$ cat src/pixel_intensity_histogram_defines.svh
// ----------------------------------------------------------------------------
// Pixel intensity histogram: assertion macros
// Shared concurrent assertion forms, clocked on clk and disabled in reset.
// ----------------------------------------------------------------------------
`ifndef PIXEL_INTENSITY_HISTOGRAM_DEFINES_SVH
`define PIXEL_INTENSITY_HISTOGRAM_DEFINES_SVH

// Same-cycle implication.
`define PHIST_ASSERT_IMPLY(label, ante, cons, msg) \
	label: assert property (@(posedge clk) disable iff (!arst_n) (ante) |-> (cons)) \
		else $error(msg);

// Next-cycle implication.
`define PHIST_ASSERT_NEXT(label, ante, cons, msg) \
	label: assert property (@(posedge clk) disable iff (!arst_n) (ante) |=> (cons)) \
		else $error(msg);

`endif

$ cat src/phist_pkg.sv
// ----------------------------------------------------------------------------
// Pixel intensity histogram: package
// Field widths, operation and register codes, and shared types.
// ----------------------------------------------------------------------------
`default_nettype none

package phist_pkg;

	// Field widths.
	localparam int OP_W       = 2;
	localparam int PIX_W      = 17;
	localparam int SEL_W      = 10;
	localparam int BINS_W     = 11;
	localparam int TOTAL_W    = 32;
	localparam int REG_IDX_W  = 2;
	localparam int CFG_DATA_W = 17;

	// Divider geometry: the quotient is at most 17 bits for both uses.
	localparam int NUM_W  = 28;
	localparam int DEN_W  = 17;
	localparam int QUOT_W = 17;
	localparam int SH_W   = DEN_W + QUOT_W;

	// Operation codes.
	localparam logic [OP_W-1:0] OP_COUNT      = 2'd0;
	localparam logic [OP_W-1:0] OP_READ       = 2'd1;
	localparam logic [OP_W-1:0] OP_READ_CLEAR = 2'd2;
	localparam logic [OP_W-1:0] OP_UNUSED     = 2'd3;

	// Register indexes.
	localparam logic [REG_IDX_W-1:0] REG_BIN_COUNT  = 2'd0;
	localparam logic [REG_IDX_W-1:0] REG_RANGE_LOW  = 2'd1;
	localparam logic [REG_IDX_W-1:0] REG_RANGE_HIGH = 2'd2;

	// Register reset values.
	localparam logic [BINS_W-1:0] BIN_COUNT_RST  = 11'd500;
	localparam logic [PIX_W-1:0]  RANGE_LOW_RST  = 17'd0;
	localparam logic [PIX_W-1:0]  RANGE_HIGH_RST = 17'd65536;

	// Configuration as seen by the datapath.
	typedef struct packed {
		logic [BINS_W-1:0] nb;
		logic [PIX_W-1:0]  lo;
		logic [PIX_W-1:0]  hi;
	} phist_cfg_t;

	// Item information that travels alongside the divider.
	typedef struct packed {
		logic [OP_W-1:0]  op;
		logic [SEL_W-1:0] sel;
		logic             count_ok;
		logic             sel_ok;
	} phist_side_t;

endpackage

`default_nettype wire

$ cat src/phist_divider.sv
// ----------------------------------------------------------------------------
// Pixel intensity histogram: pipelined divider
// Restoring division, one quotient bit per stage, with item information
// carried alongside. The whole pipeline advances when en is high.
// ----------------------------------------------------------------------------
`default_nettype none

module phist_divider import phist_pkg::*; (
	input  logic              clk,
	input  logic              arst_n,
	input  logic              en,
	input  logic              in_valid,
	input  logic [NUM_W-1:0]  in_num,
	input  logic [DEN_W-1:0]  in_den,
	input  phist_side_t       in_side,
	output logic              out_valid,
	output logic [QUOT_W-1:0] out_quot,
	output phist_side_t       out_side
);

	// Stage registers; element zero is the divider input.
	logic              vld_s  [QUOT_W+1];
	logic [NUM_W-1:0]  rem_s  [QUOT_W+1];
	logic [DEN_W-1:0]  den_s  [QUOT_W+1];
	logic [QUOT_W-1:0] quot_s [QUOT_W+1];
	phist_side_t       side_s [QUOT_W+1];

	assign vld_s[0]  = in_valid;
	assign rem_s[0]  = in_num;
	assign den_s[0]  = in_den;
	assign quot_s[0] = '0;
	assign side_s[0] = in_side;

	for (genvar k = 0; k < QUOT_W; k++) begin : g_stage
		localparam int BIT = QUOT_W - 1 - k;

		logic [SH_W-1:0]   rem_ext;
		logic [SH_W-1:0]   den_sh;
		logic              ge;
		logic [NUM_W-1:0]  rem_nxt;
		logic [QUOT_W-1:0] quot_nxt;

		// Try to subtract the shifted divisor for this quotient bit.
		always_comb begin
			rem_ext  = SH_W'(rem_s[k]);
			den_sh   = SH_W'(den_s[k]) << BIT;
			ge       = (rem_ext >= den_sh);
			rem_nxt  = ge ? NUM_W'(rem_ext - den_sh) : rem_s[k];
			quot_nxt = quot_s[k];
			quot_nxt[BIT] = ge;
		end

		// Stage valid bit.
		always_ff @(posedge clk or negedge arst_n) begin
			if (!arst_n) begin
				vld_s[k+1] <= 1'b0;
			end else if (en) begin
				vld_s[k+1] <= vld_s[k];
			end
		end

		// Stage payload.
		always_ff @(posedge clk) begin
			if (en) begin
				rem_s[k+1]  <= rem_nxt;
				den_s[k+1]  <= den_s[k];
				quot_s[k+1] <= quot_nxt;
				side_s[k+1] <= side_s[k];
			end
		end
	end

	assign out_valid = vld_s[QUOT_W];
	assign out_quot  = quot_s[QUOT_W];
	assign out_side  = side_s[QUOT_W];

endmodule

`default_nettype wire

$ cat config.mk
export PLATFORM = sky130hd
export DESIGN_NAME = phist_divider
export DESIGN_NICKNAME = d
export VERILOG_FILES = /design/src/pixel_intensity_histogram_defines.svh /design/src/phist_pkg.sv /design/src/phist_divider.sv
export SDC_FILE = /design/constraint.sdc
export NUM_CORES = 1
export LEC_CHECK = 0
export BUFFER_PORTS_ARGS = -buffer_cell sky130_fd_sc_hd__buf_2
export CORE_MARGIN = 5
export CORE_UTILIZATION = 50
export CTS_CLUSTER_SIZE = 40
export DETAILED_ROUTE_END_ITERATION = 16
export HOLD_SLACK_MARGIN = 0.1
export PLACE_DENSITY = 0.67
export SLEW_MARGIN = 10
export SYNTH_ARGS = -nofsm -noshare
export SYNTH_HDL_FRONTEND = slang
export SYNTH_SLANG_ARGS = --single-unit
export TNS_END_PERCENT = 10
$ cat constraint.sdc
create_clock -name clk -period 4.1 [get_ports clk]
set_clock_uncertainty 0.15 [all_clocks]
set_input_delay 0.205 -clock clk [delete_from_list [all_inputs] [get_ports clk]]
set_output_delay 0.205 -clock clk [all_outputs]
set_load 0.02 [all_outputs]
Yosys cells after proc, flatten, opt, wreduce, memory -nomap -nowiden:

Cells that the tools add are included.

* multiplexer cells: 16
* add/subtract/negate cells: 16
* $lt $le $gt $ge: 17

Operator list (number)
* $mux 28: 16
* $sub 28x28->28: 6
* $ge 28x33->1: 1
* $ge 28x32->1: 1
* $ge 28x31->1: 1
* $ge 28x30->1: 1
* $ge 28x29->1: 1
* $ge 28x17->1: 1
* $ge 28x18->1: 1
* $ge 28x19->1: 1
* $ge 28x20->1: 1
* $ge 28x21->1: 1
* $ge 28x22->1: 1
* $ge 28x23->1: 1
* $ge 28x24->1: 1
* $ge 28x25->1: 1
* $ge 28x26->1: 1
* $ge 28x27->1: 1
* $ge 28x28->1: 1
* $sub 28x18->28: 1
* $sub 28x19->28: 1
* $sub 28x20->28: 1
* $sub 28x21->28: 1
* $sub 28x22->28: 1
* 5 further kinds: 5

* flip-flop bits (word level): 1128
* bits of input ports: 63
* output and inout port bits: 32

Logic depth before layout (Yosys ltp):

Gate-level depths: netlist of the first run.

* word-level depth: 2
* mapped depth: 13

Worst setup path after synthesis of the first run:

No wires, ideal clock.

* path kind: register -> register
* start point: reg rem_s, in the netlist g_stage[10].rem_ext[6]
* end point: reg rem_s, in the netlist g_stage[11].rem_ext[7], data pin
* arrival time: 2765 ps
* data required time: 3690 ps
* period minus slack after synthesis: 3174 ps
* path slack: 926 ps
* stages on the path, launching flop included: 12
* buffers on the path: 1
* path through: edfxtp_1 > inv_1 > ha_1 > inv_1 > fa_1 > a21o_1 > a221o_1 > a21oi_1 > o21ai_1 > a21boi_1 > buf_2 > mux2_2

* longest elaborated chain between the ends: 2

RTL lines
* start, declared: RTL line phist_divider.sv:23 `logic [NUM_W-1:0] rem_s [QUOT_W+1];`
* start signal, assigned by index: RTL line phist_divider.sv:65 `rem_s[k+1] <= rem_nxt;`
* $sub 28x23->28 / $ge 28x23->1 (equally long branches): RTL line phist_divider.sv:48, phist_divider.sv:47
* $mux 28 (*): RTL line phist_divider.sv:48 `rem_nxt = ge ? NUM_W'(rem_ext - den_sh) : rem_s[k];`
* named net g_stage[10].rem_nxt[7]: RTL line phist_divider.sv:40 `logic [NUM_W-1:0] rem_nxt;`

The timed path passes the listed nets; every way through them passes the cells marked *.
A chain may end at the register's enable or synchronous reset.

Final worst setup path of the first run:

* start point: reg rem_s, in the netlist g_stage[15].rem_ext[2]
* end point: reg rem_s, in the netlist g_stage[16].rem_ext[21], data pin

* longest elaborated chain between the ends: 2

RTL lines (RTL line)
* $sub 28x18->28 / $ge 28x18->1 (equally long branches): phist_divider.sv:48, phist_divider.sv:47
* $mux 28 (*): phist_divider.sv:48
* named net g_stage[15].rem_nxt[21]: phist_divider.sv:40

Marks and branches as above.

==> results.sh, run 1 <==
export IMPL_synth_nets=4158
export IMPL_dr_pass1_iters=7
export IMPL_finalWorstSetupSlack_ns=0.446
export IMPL_rsz0062_at_grt="no"
export IMPL_crit_path_start_kind="flop"
export IMPL_syn_area_per_cell_um2=13.7
export IMPL_p_per_area_nw_per_um2=596
export IMPL_post_cts_buffers=0
export IMPL_p_sw_mw=10.2
export IMPL_wl_um=89100
export IMPL_timing_hold_ws_ns=0.218
export IMPL_cp_end_kind="flop"
export IMPL_antenna_found_initial=0
export IMPL_cap_violations=0
export IMPL_critical_path_arrival_ns=3.96
export IMPL_async_flop_share_pct=1.51
export IMPL_netlist_area_um2=52000
export IMPL_core_area_um2=103000
export IMPL_crit_top_cell="o21ai_0"
export IMPL_fmax_mhz=274
export IMPL_dp_slack_ns=0.409
export IMPL_die_w_um=332
export IMPL_num_rows=118
export IMPL_synth_seq_cells=1128
export IMPL_seqPwrFrac_pct=44.6
export IMPL_syn_to_final_growth_pct=14.5
export IMPL_post_cts_resized=0
export IMPL_cts_max_level=3
export IMPL_place_congestion=0.908
export IMPL_grt_pass1_wl_um=146000
export IMPL_initial_core_util_pct=50.3
export IMPL_fill_cells=8023
export IMPL_nNetsFinal=4464
export IMPL_grt_total_usage_pct=15.9
export IMPL_synth_edf_count=1111
export IMPL_yosys_warnings=0
export IMPL_combinationalPowerShare_pct=25.4
export IMPL_p_leak_nw=22.8
export IMPL_worst_pin_slew_ns=1.11
export IMPL_cts_max_path_buffers=3
export IMPL_clk_latency_ns=0.70
export IMPL_slew_violations=0
export IMPL_cp_slowest_cell="o21ai_0"
export IMPL_drc=0
export IMPL_avgRoutedWirePerCell_um=15.9
export IMPL_cts_tree="yes"
export IMPL_cts_root_buffer="clkbuf_16"
export IMPL_viasPerCell=5.37
export IMPL_ant_nets=0
export IMPL_portBuffers=94
export IMPL_dieHeight_um=332
export IMPL_vias=30031
export IMPL_crit_fanout=9
export IMPL_synth_seq_area_share_pct=65.0
export IMPL_critical_path_class="reg -> reg"
export IMPL_clock_power_share_pct=30.0
export IMPL_synth_main_ff_cell="edfxtp_1"
export IMPL_tns_ns=0
export IMPL_grt_pass1_vias=30933
export IMPL_slew_headroom_pct=26.1
export IMPL_yosysUniqueCellTypes=98
export IMPL_required_ns=4.41
export IMPL_path_clk_slew_ns=0.06
export IMPL_dieArea_um2=111000
export IMPL_drive_above_1_share_pct=11.5
export IMPL_status="finished clean"
export IMPL_ios=95
export IMPL_cp_cell_sequence="ha_1, nor2b_1, o21ai_0, o21ai_0, a21boi_0, o21bai_2, nand2_1, or4_1, xnor2_1"
export IMPL_period_share_pct=89.1
export IMPL_switching_share_pct=28.8
export IMPL_cts_sinks=1128
export IMPL_internal_power_mw=25.3
export IMPL_synthCells=3805
export IMPL_ir_drop_mv=0.398
export IMPL_setup_viol=0
export IMPL_place_hpwl_um=62600
export IMPL_antenna_cells=0
export IMPL_critical_path_max_stage_delay_ns=0.62
export IMPL_drt_initial_drc_count=1394
export IMPL_timing_hold_worst_class="in -> reg"
export IMPL_grt_overflow_total=0
export IMPL_cts_buffers=118
export IMPL_fin_crit_ns=3.65
export IMPL_grt_max_degree=93
export IMPL_hold_violations=0
power groups by stage:
stage	Combinational, mW	Clock (mW)	Sequential (mW)
2_1_floorplan	6.92	0	15.7
3_3_place_gp	8.69	0	16.0
5_1_grt	10.0	11.4	16.0
3_5_place_dp	8.85	0	16.1
6_report	9.01	10.6	15.8
4_1_cts	8.98	11.0	15.8
worst max-delay path, delay by kind of cell, from the launching register on:
family,cells,cell delay (ns)
AOI/OAI and AO/OA,4,1.61
and+or+nand+nor,3,0.78
DFF,1,0.43
adders and majority gates,1,0.31
xor gates and xnor gates,1,0.14
layer usage:
| metal | share of wire [%] | routed length [µm] | GRT usage (%) |
|---|---|---|---|
| met3 | 3.1 | 2740 | 2.53 |
| met4 | 6.0 | 5380 | 8.89 |
| met5 | 0 | 0 | 0 |
| met2 | 55 | 49100 | 31.6 |
| met1 | 36 | 31800 | 15.3 |
final timing paths:
path / end / start / slack [ns] / cells after the start
setup / recovery: g_stage[16].rem_ext[21] / g_stage[15].rem_ext[2] / 0.45 / 9
min in group asynchronous: vld_s[3] / arst_n / 0.52 / 3
hold reg to reg: g_stage[14].quot_nxt[5] / g_stage[13].quot_nxt[5] / 0.24 / 0
setup reg to reg: g_stage[16].rem_ext[21] / g_stage[15].rem_ext[2] / 0.45 / 9
max in group asynchronous: vld_s[5] / arst_n / 2.81 / 3
hold / removal: g_stage[1].rem_ext[21] / in_num[21] / 0.22 / 3
synthesized netlist by cell type (7+ instances only):
library cell / instances / area [µm²]
a2111oi_0: 7 / 61.3
a211o_1: 11 / 96.3
a211oi_1: 18 / 135
a21boi_0: 9 / 67.6
a21o_1: 100 / 751
a21oi_1: 228 / 1140
a311oi_1: 12 / 105
a31o_2: 8 / 70.1
a31oi_1: 27 / 169
and2_1: 12 / 75.1
and3_1: 20 / 125
and4_1: 8 / 70.1
buf_2: 23 / 115
buf_4: 17 / 128
clkbuf_1: 33 / 124
dfrtp_1: 17 / 425
edfxtp_1: 1111 / 33400
fa_1: 16 / 320
ha_1: 274 / 3430
inv_1: 342 / 1280
mux2_2: 99 / 1110
mux2_4: 7 / 105
mux2i_1: 17 / 170
nand2_1: 215 / 807
nand2b_1: 33 / 206
nand3_1: 39 / 195
nand4_1: 41 / 257
nor2_1: 182 / 683
nor2b_1: 41 / 257
nor3_1: 44 / 220
nor4_1: 37 / 231
nor4b_1: 17 / 149
o211ai_1: 15 / 113
o21a_1: 49 / 368
o21ai_0: 220 / 1100
o21bai_1: 20 / 150
o31a_1: 15 / 131
o31ai_1: 22 / 165
or2_2: 14 / 87.6
or3_1: 18 / 113
xnor2_1: 128 / 1120
xor2_1: 116 / 1020
metrics by stage:
step                std cells  util (%)  cell area, µm²  total power, mW
CTS                      5592      57.6           59500             35.8
finish                   5592      57.6           59500             35.5
floorplan                3805         -           52000             22.7
global route             5592      57.6           59500             37.5
global placement         5257      52.7           54400             24.7
detailed placement       5257      52.7           54400             24.9
state kept, by name (all words and copies together) (netlist names):
register / cells
vld_s: 16
g_stage.quot_nxt: 136
den_s: 272
out_side: 14
g_stage.rem_ext: 448
out_valid: 1
out_quot: 17
side_s: 224
final cells by class:
class                   instances  area [µm²]  area share (%)
well taps                    1380        1730            2.90
clock buffers                 149        3120            5.24
inverters                     343        1290            2.16
repair buffers                267        2250            3.78
multi-input cells            2253       16500            27.7
clock inverters                72         818            1.38
flip-flops and latches       1128       33800            56.8
layout by cell type, fill, tap and decap left out, types with 41 or more instances in the layout:
cell           instances
clkbuf_16            119
a21oi_1              228
edfxtp_1            1111
buf_2                 93
nor3_1                44
xnor2_1              128
nand2_1              215
inv_1                342
nand4_1               41
mux2_2                99
a21o_1               100
nor2b_1               41
xor2_1               116
o21a_1                49
buf_4                 44
ha_1                 274
o21ai_0              220
dlygate4sd3_1        114
nor2_1               182
cells by family after synthesis:
logic type               after synthesis  synth area share [%]
flip-flops                          1128                  65.0
AO/OA/AOI/OAI                        838                  10.4
AND/OR/NAND/NOR                      758                  7.35
buffers and inverters                424                  3.32
adder cells (fa/ha/maj)              290                  7.21
XOR/XNOR                             244                  4.11
multiplexers                         123                  2.67
repair_timing:
item                                    CTS  global route
hold buffers                            114             0
hold endpoints to repair                143             0
endpoints found under the setup margin    0             0
Note: power is estimated with default switching activity, not from simulation.
==> run 2, diff against run 1 <==
--- a/config.mk
+++ b/config.mk
@@ -13,2 +13,3 @@
 export HOLD_SLACK_MARGIN = 0.1
+export MAX_ROUTING_LAYER = met4
 export PLACE_DENSITY = 0.67
==> constraint.sdc (replaced) <==
create_clock -name clk -period 3.4 [get_ports clk]
set_clock_uncertainty 0.15 [all_clocks]
set_input_delay 0.68 -clock clk [delete_from_list [all_inputs] [get_ports clk]]
set_output_delay 0.68 -clock clk [all_outputs]
set_load 0.02 [all_outputs]
==> run 2 against run 1 <==
Against the previous run:
- first-iteration DRC count increased by 3.6%
- register-to-register slack got worse by 0.38 ns
- highest routed layer unchanged
- die area unchanged
- sequential power increased by 21%
- clock power increased by 23%
- largest power group unchanged
- largest cell class unchanged
- final cell count increased by 0.55%
==> results.sh, run 2 (same netlist as run 1, synthesis figures left out) <==
export IMPL_status="finished clean"
export IMPL_r2r_slack_ns=0.07
export IMPL_path_clk_slew_ns=0.06
export IMPL_avgRoutedWirePerCell_um=15.9
export IMPL_antenna_cells=0
export IMPL_period_share_pct=98.0
export IMPL_critical_path_arrival_ns=3.63
export IMPL_critPathLaunch="g_stage[5].rem_ext[12]"
export IMPL_place_hpwl_um=64900
export IMPL_internal_power_mw=31.0
export IMPL_fmax_mhz=300
export IMPL_grt_overflow_total=0
export IMPL_final_util_pct=57.9
export IMPL_cts_max_path_buffers=3
export IMPL_hold_violations=0
export IMPL_cts_tree="yes"
export IMPL_final_cell_mix="1111 x edfxtp_1, 342 x inv_1, 273 x ha_1"
export IMPL_cap_violations=0
export IMPL_dieArea_um2=111000
export IMPL_design_area_um2=59900
export IMPL_place_congestion=0.880
export IMPL_dpl_cell_area_um2=55300
export IMPL_cts_sinks=1128
export IMPL_drt_initial_drc_count=1444
export IMPL_clk_latency_ns=0.70
export IMPL_grt_total_usage_pct=16.5
export IMPL_endpoint="g_stage[6].rem_ext[19]"
export IMPL_timing_hold_ws_ns=0.169
export IMPL_ir_drop_mv=0.474
export IMPL_cp_slowest_cell="a2111oi_0"
export IMPL_combinationalPowerShare_pct=26.1
export IMPL_r2r_start="g_stage[5].rem_ext[12]"
export IMPL_timing_hold_worst_class="in -> reg"
export IMPL_largest_register_ffs=448
export IMPL_nNetsFinal=4495
export IMPL_cp_end_kind="flop"
export IMPL_p_leak_nw=23.1
export IMPL_critical_path_max_stage_delay_ns=0.41
export IMPL_slew_violations=0
export IMPL_initial_core_util_pct=50.3
export IMPL_critical_path_class="reg -> reg"
export IMPL_p_sw_mw=12.4
export IMPL_ios=95
export IMPL_finalWorstSetupSlack_ns=0.0680
export IMPL_cts_max_level=3
export IMPL_drive_above_1_share_pct=14.2
export IMPL_worst_pin_slew_ns=0.714
export IMPL_crit_path_start_kind="flop"
export IMPL_crit_fanout=13
export IMPL_cts_buffers=116
export IMPL_power_total_mw=43.4
export IMPL_wl_um=89100
export IMPL_fin_crit_ns=3.33
export IMPL_setup_viol=0
export IMPL_seqPwrFrac_pct=43.9
export IMPL_timing_rr_end="g_stage[6].rem_ext[19]"
export IMPL_required_ns=3.69
export IMPL_cts_root_buffer="clkbuf_16"
export IMPL_ant_nets=0
export IMPL_grt_pass1_vias=30913
export IMPL_clock_power_share_pct=30.0
export IMPL_final_common_cell="edfxtp_1"
export IMPL_dp_slack_ns=-0.0309
export IMPL_viasPerCell=5.29
export IMPL_antenna_found_initial=0
export IMPL_core_area_um2=103000
export IMPL_dieHeight_um=332
export IMPL_dr_pass1_iters=5
export IMPL_syn_to_final_growth_pct=15.2
export IMPL_r2r_cells=11
export IMPL_grt_max_degree=85
export IMPL_fill_cells=8058
export IMPL_switching_share_pct=28.6
export IMPL_drc=0
export IMPL_portBuffers=94
export IMPL_vias=29755
export IMPL_die_w_um=332
export IMPL_slew_headroom_pct=51.9
export IMPL_num_rows=118
export IMPL_p_per_area_nw_per_um2=724
export IMPL_rsz0062_at_grt="yes"
export IMPL_cp_cell_sequence="ha_1, nor2b_1, o31a_1, o311ai_1, buf_4, nand2_1, a2111oi_0, nor2_1, nor2_4, buf_12, mux2_2"
export IMPL_grt_pass1_wl_um=147000
-- run 2: area by class of cell --
cell class,instances,area [µm²],share of cell area (%)
Clock buffer,142,3070,5.13
Clock inverter,77,926,1.55
Inverter,343,1290,2.15
Multi-Input combinational cell,2253,16600,27.7
Sequential cell,1128,33800,56.4
Tap cell,1380,1730,2.88
Timing Repair Buffer,300,2520,4.21
-- run 2: layer usage --
layer	part of all wire [%]	track usage, %	up-vias	wire, µm
met5	0	-	-	0
met4	5.6	8.39	0	4970
met3	2.8	2.43	297	2450
met2	56	32.2	475	50100
met1	35	15.5	14066	31600
li1	-	-	14917	-
-- run 2: critical path: cells and delay by family (launching register included) --
kind,cells,cell delay (ns)
compound gates,3,1.02
simple gates,4,0.51
flops,1,0.39
mux,1,0.34
fa+ha+maj,1,0.30
buf+inv,2,0.36
-- run 2: power groups by stage --
stage               logic, mW  registers, mW  clock network (mW)
detailed placement       11.1           19.3                   0
global placement         10.9           19.3                   0
finish                   11.3           19.1                13.0
global route             12.6           19.3                14.0
floorplan                8.35           19.0                   0
CTS                      11.3           19.1                13.4
-- run 2: through the flow --
stage / TNS, ns / std cells
after floorplan: 0 / 3805
after global placement: 0 / 5353
after detailed placement: -0.139 / 5353
after CTS: 0 / 5622
after global routing: -0.719 / 5623
final: 0 / 5623
-- run 2: worst min path at each step --
stage	start	endpoint	cells past startpoint
5_1_grt	in_num[19]	g_stage[1].rem_ext[19]	2
3_3_place_gp	side_s[138]	side_s[124]	0
6_report	in_num[21]	g_stage[1].rem_ext[21]	2
4_1_cts	in_num[21]	g_stage[1].rem_ext[21]	2
3_5_place_dp	g_stage[10].quot_nxt[10]	g_stage[11].quot_nxt[10]	0
2_1_floorplan	arst_n	out_valid	0
-- run 2: what timing repair did --
action / CTS / global route
resized for setup: 1 / 14
buffers inserted: 0 / 1
pin swaps: 0 / 9
hold buffers: 50 / 0
setup endpoints to repair: 3 / 56
hold endpoints to repair: 66 / 0
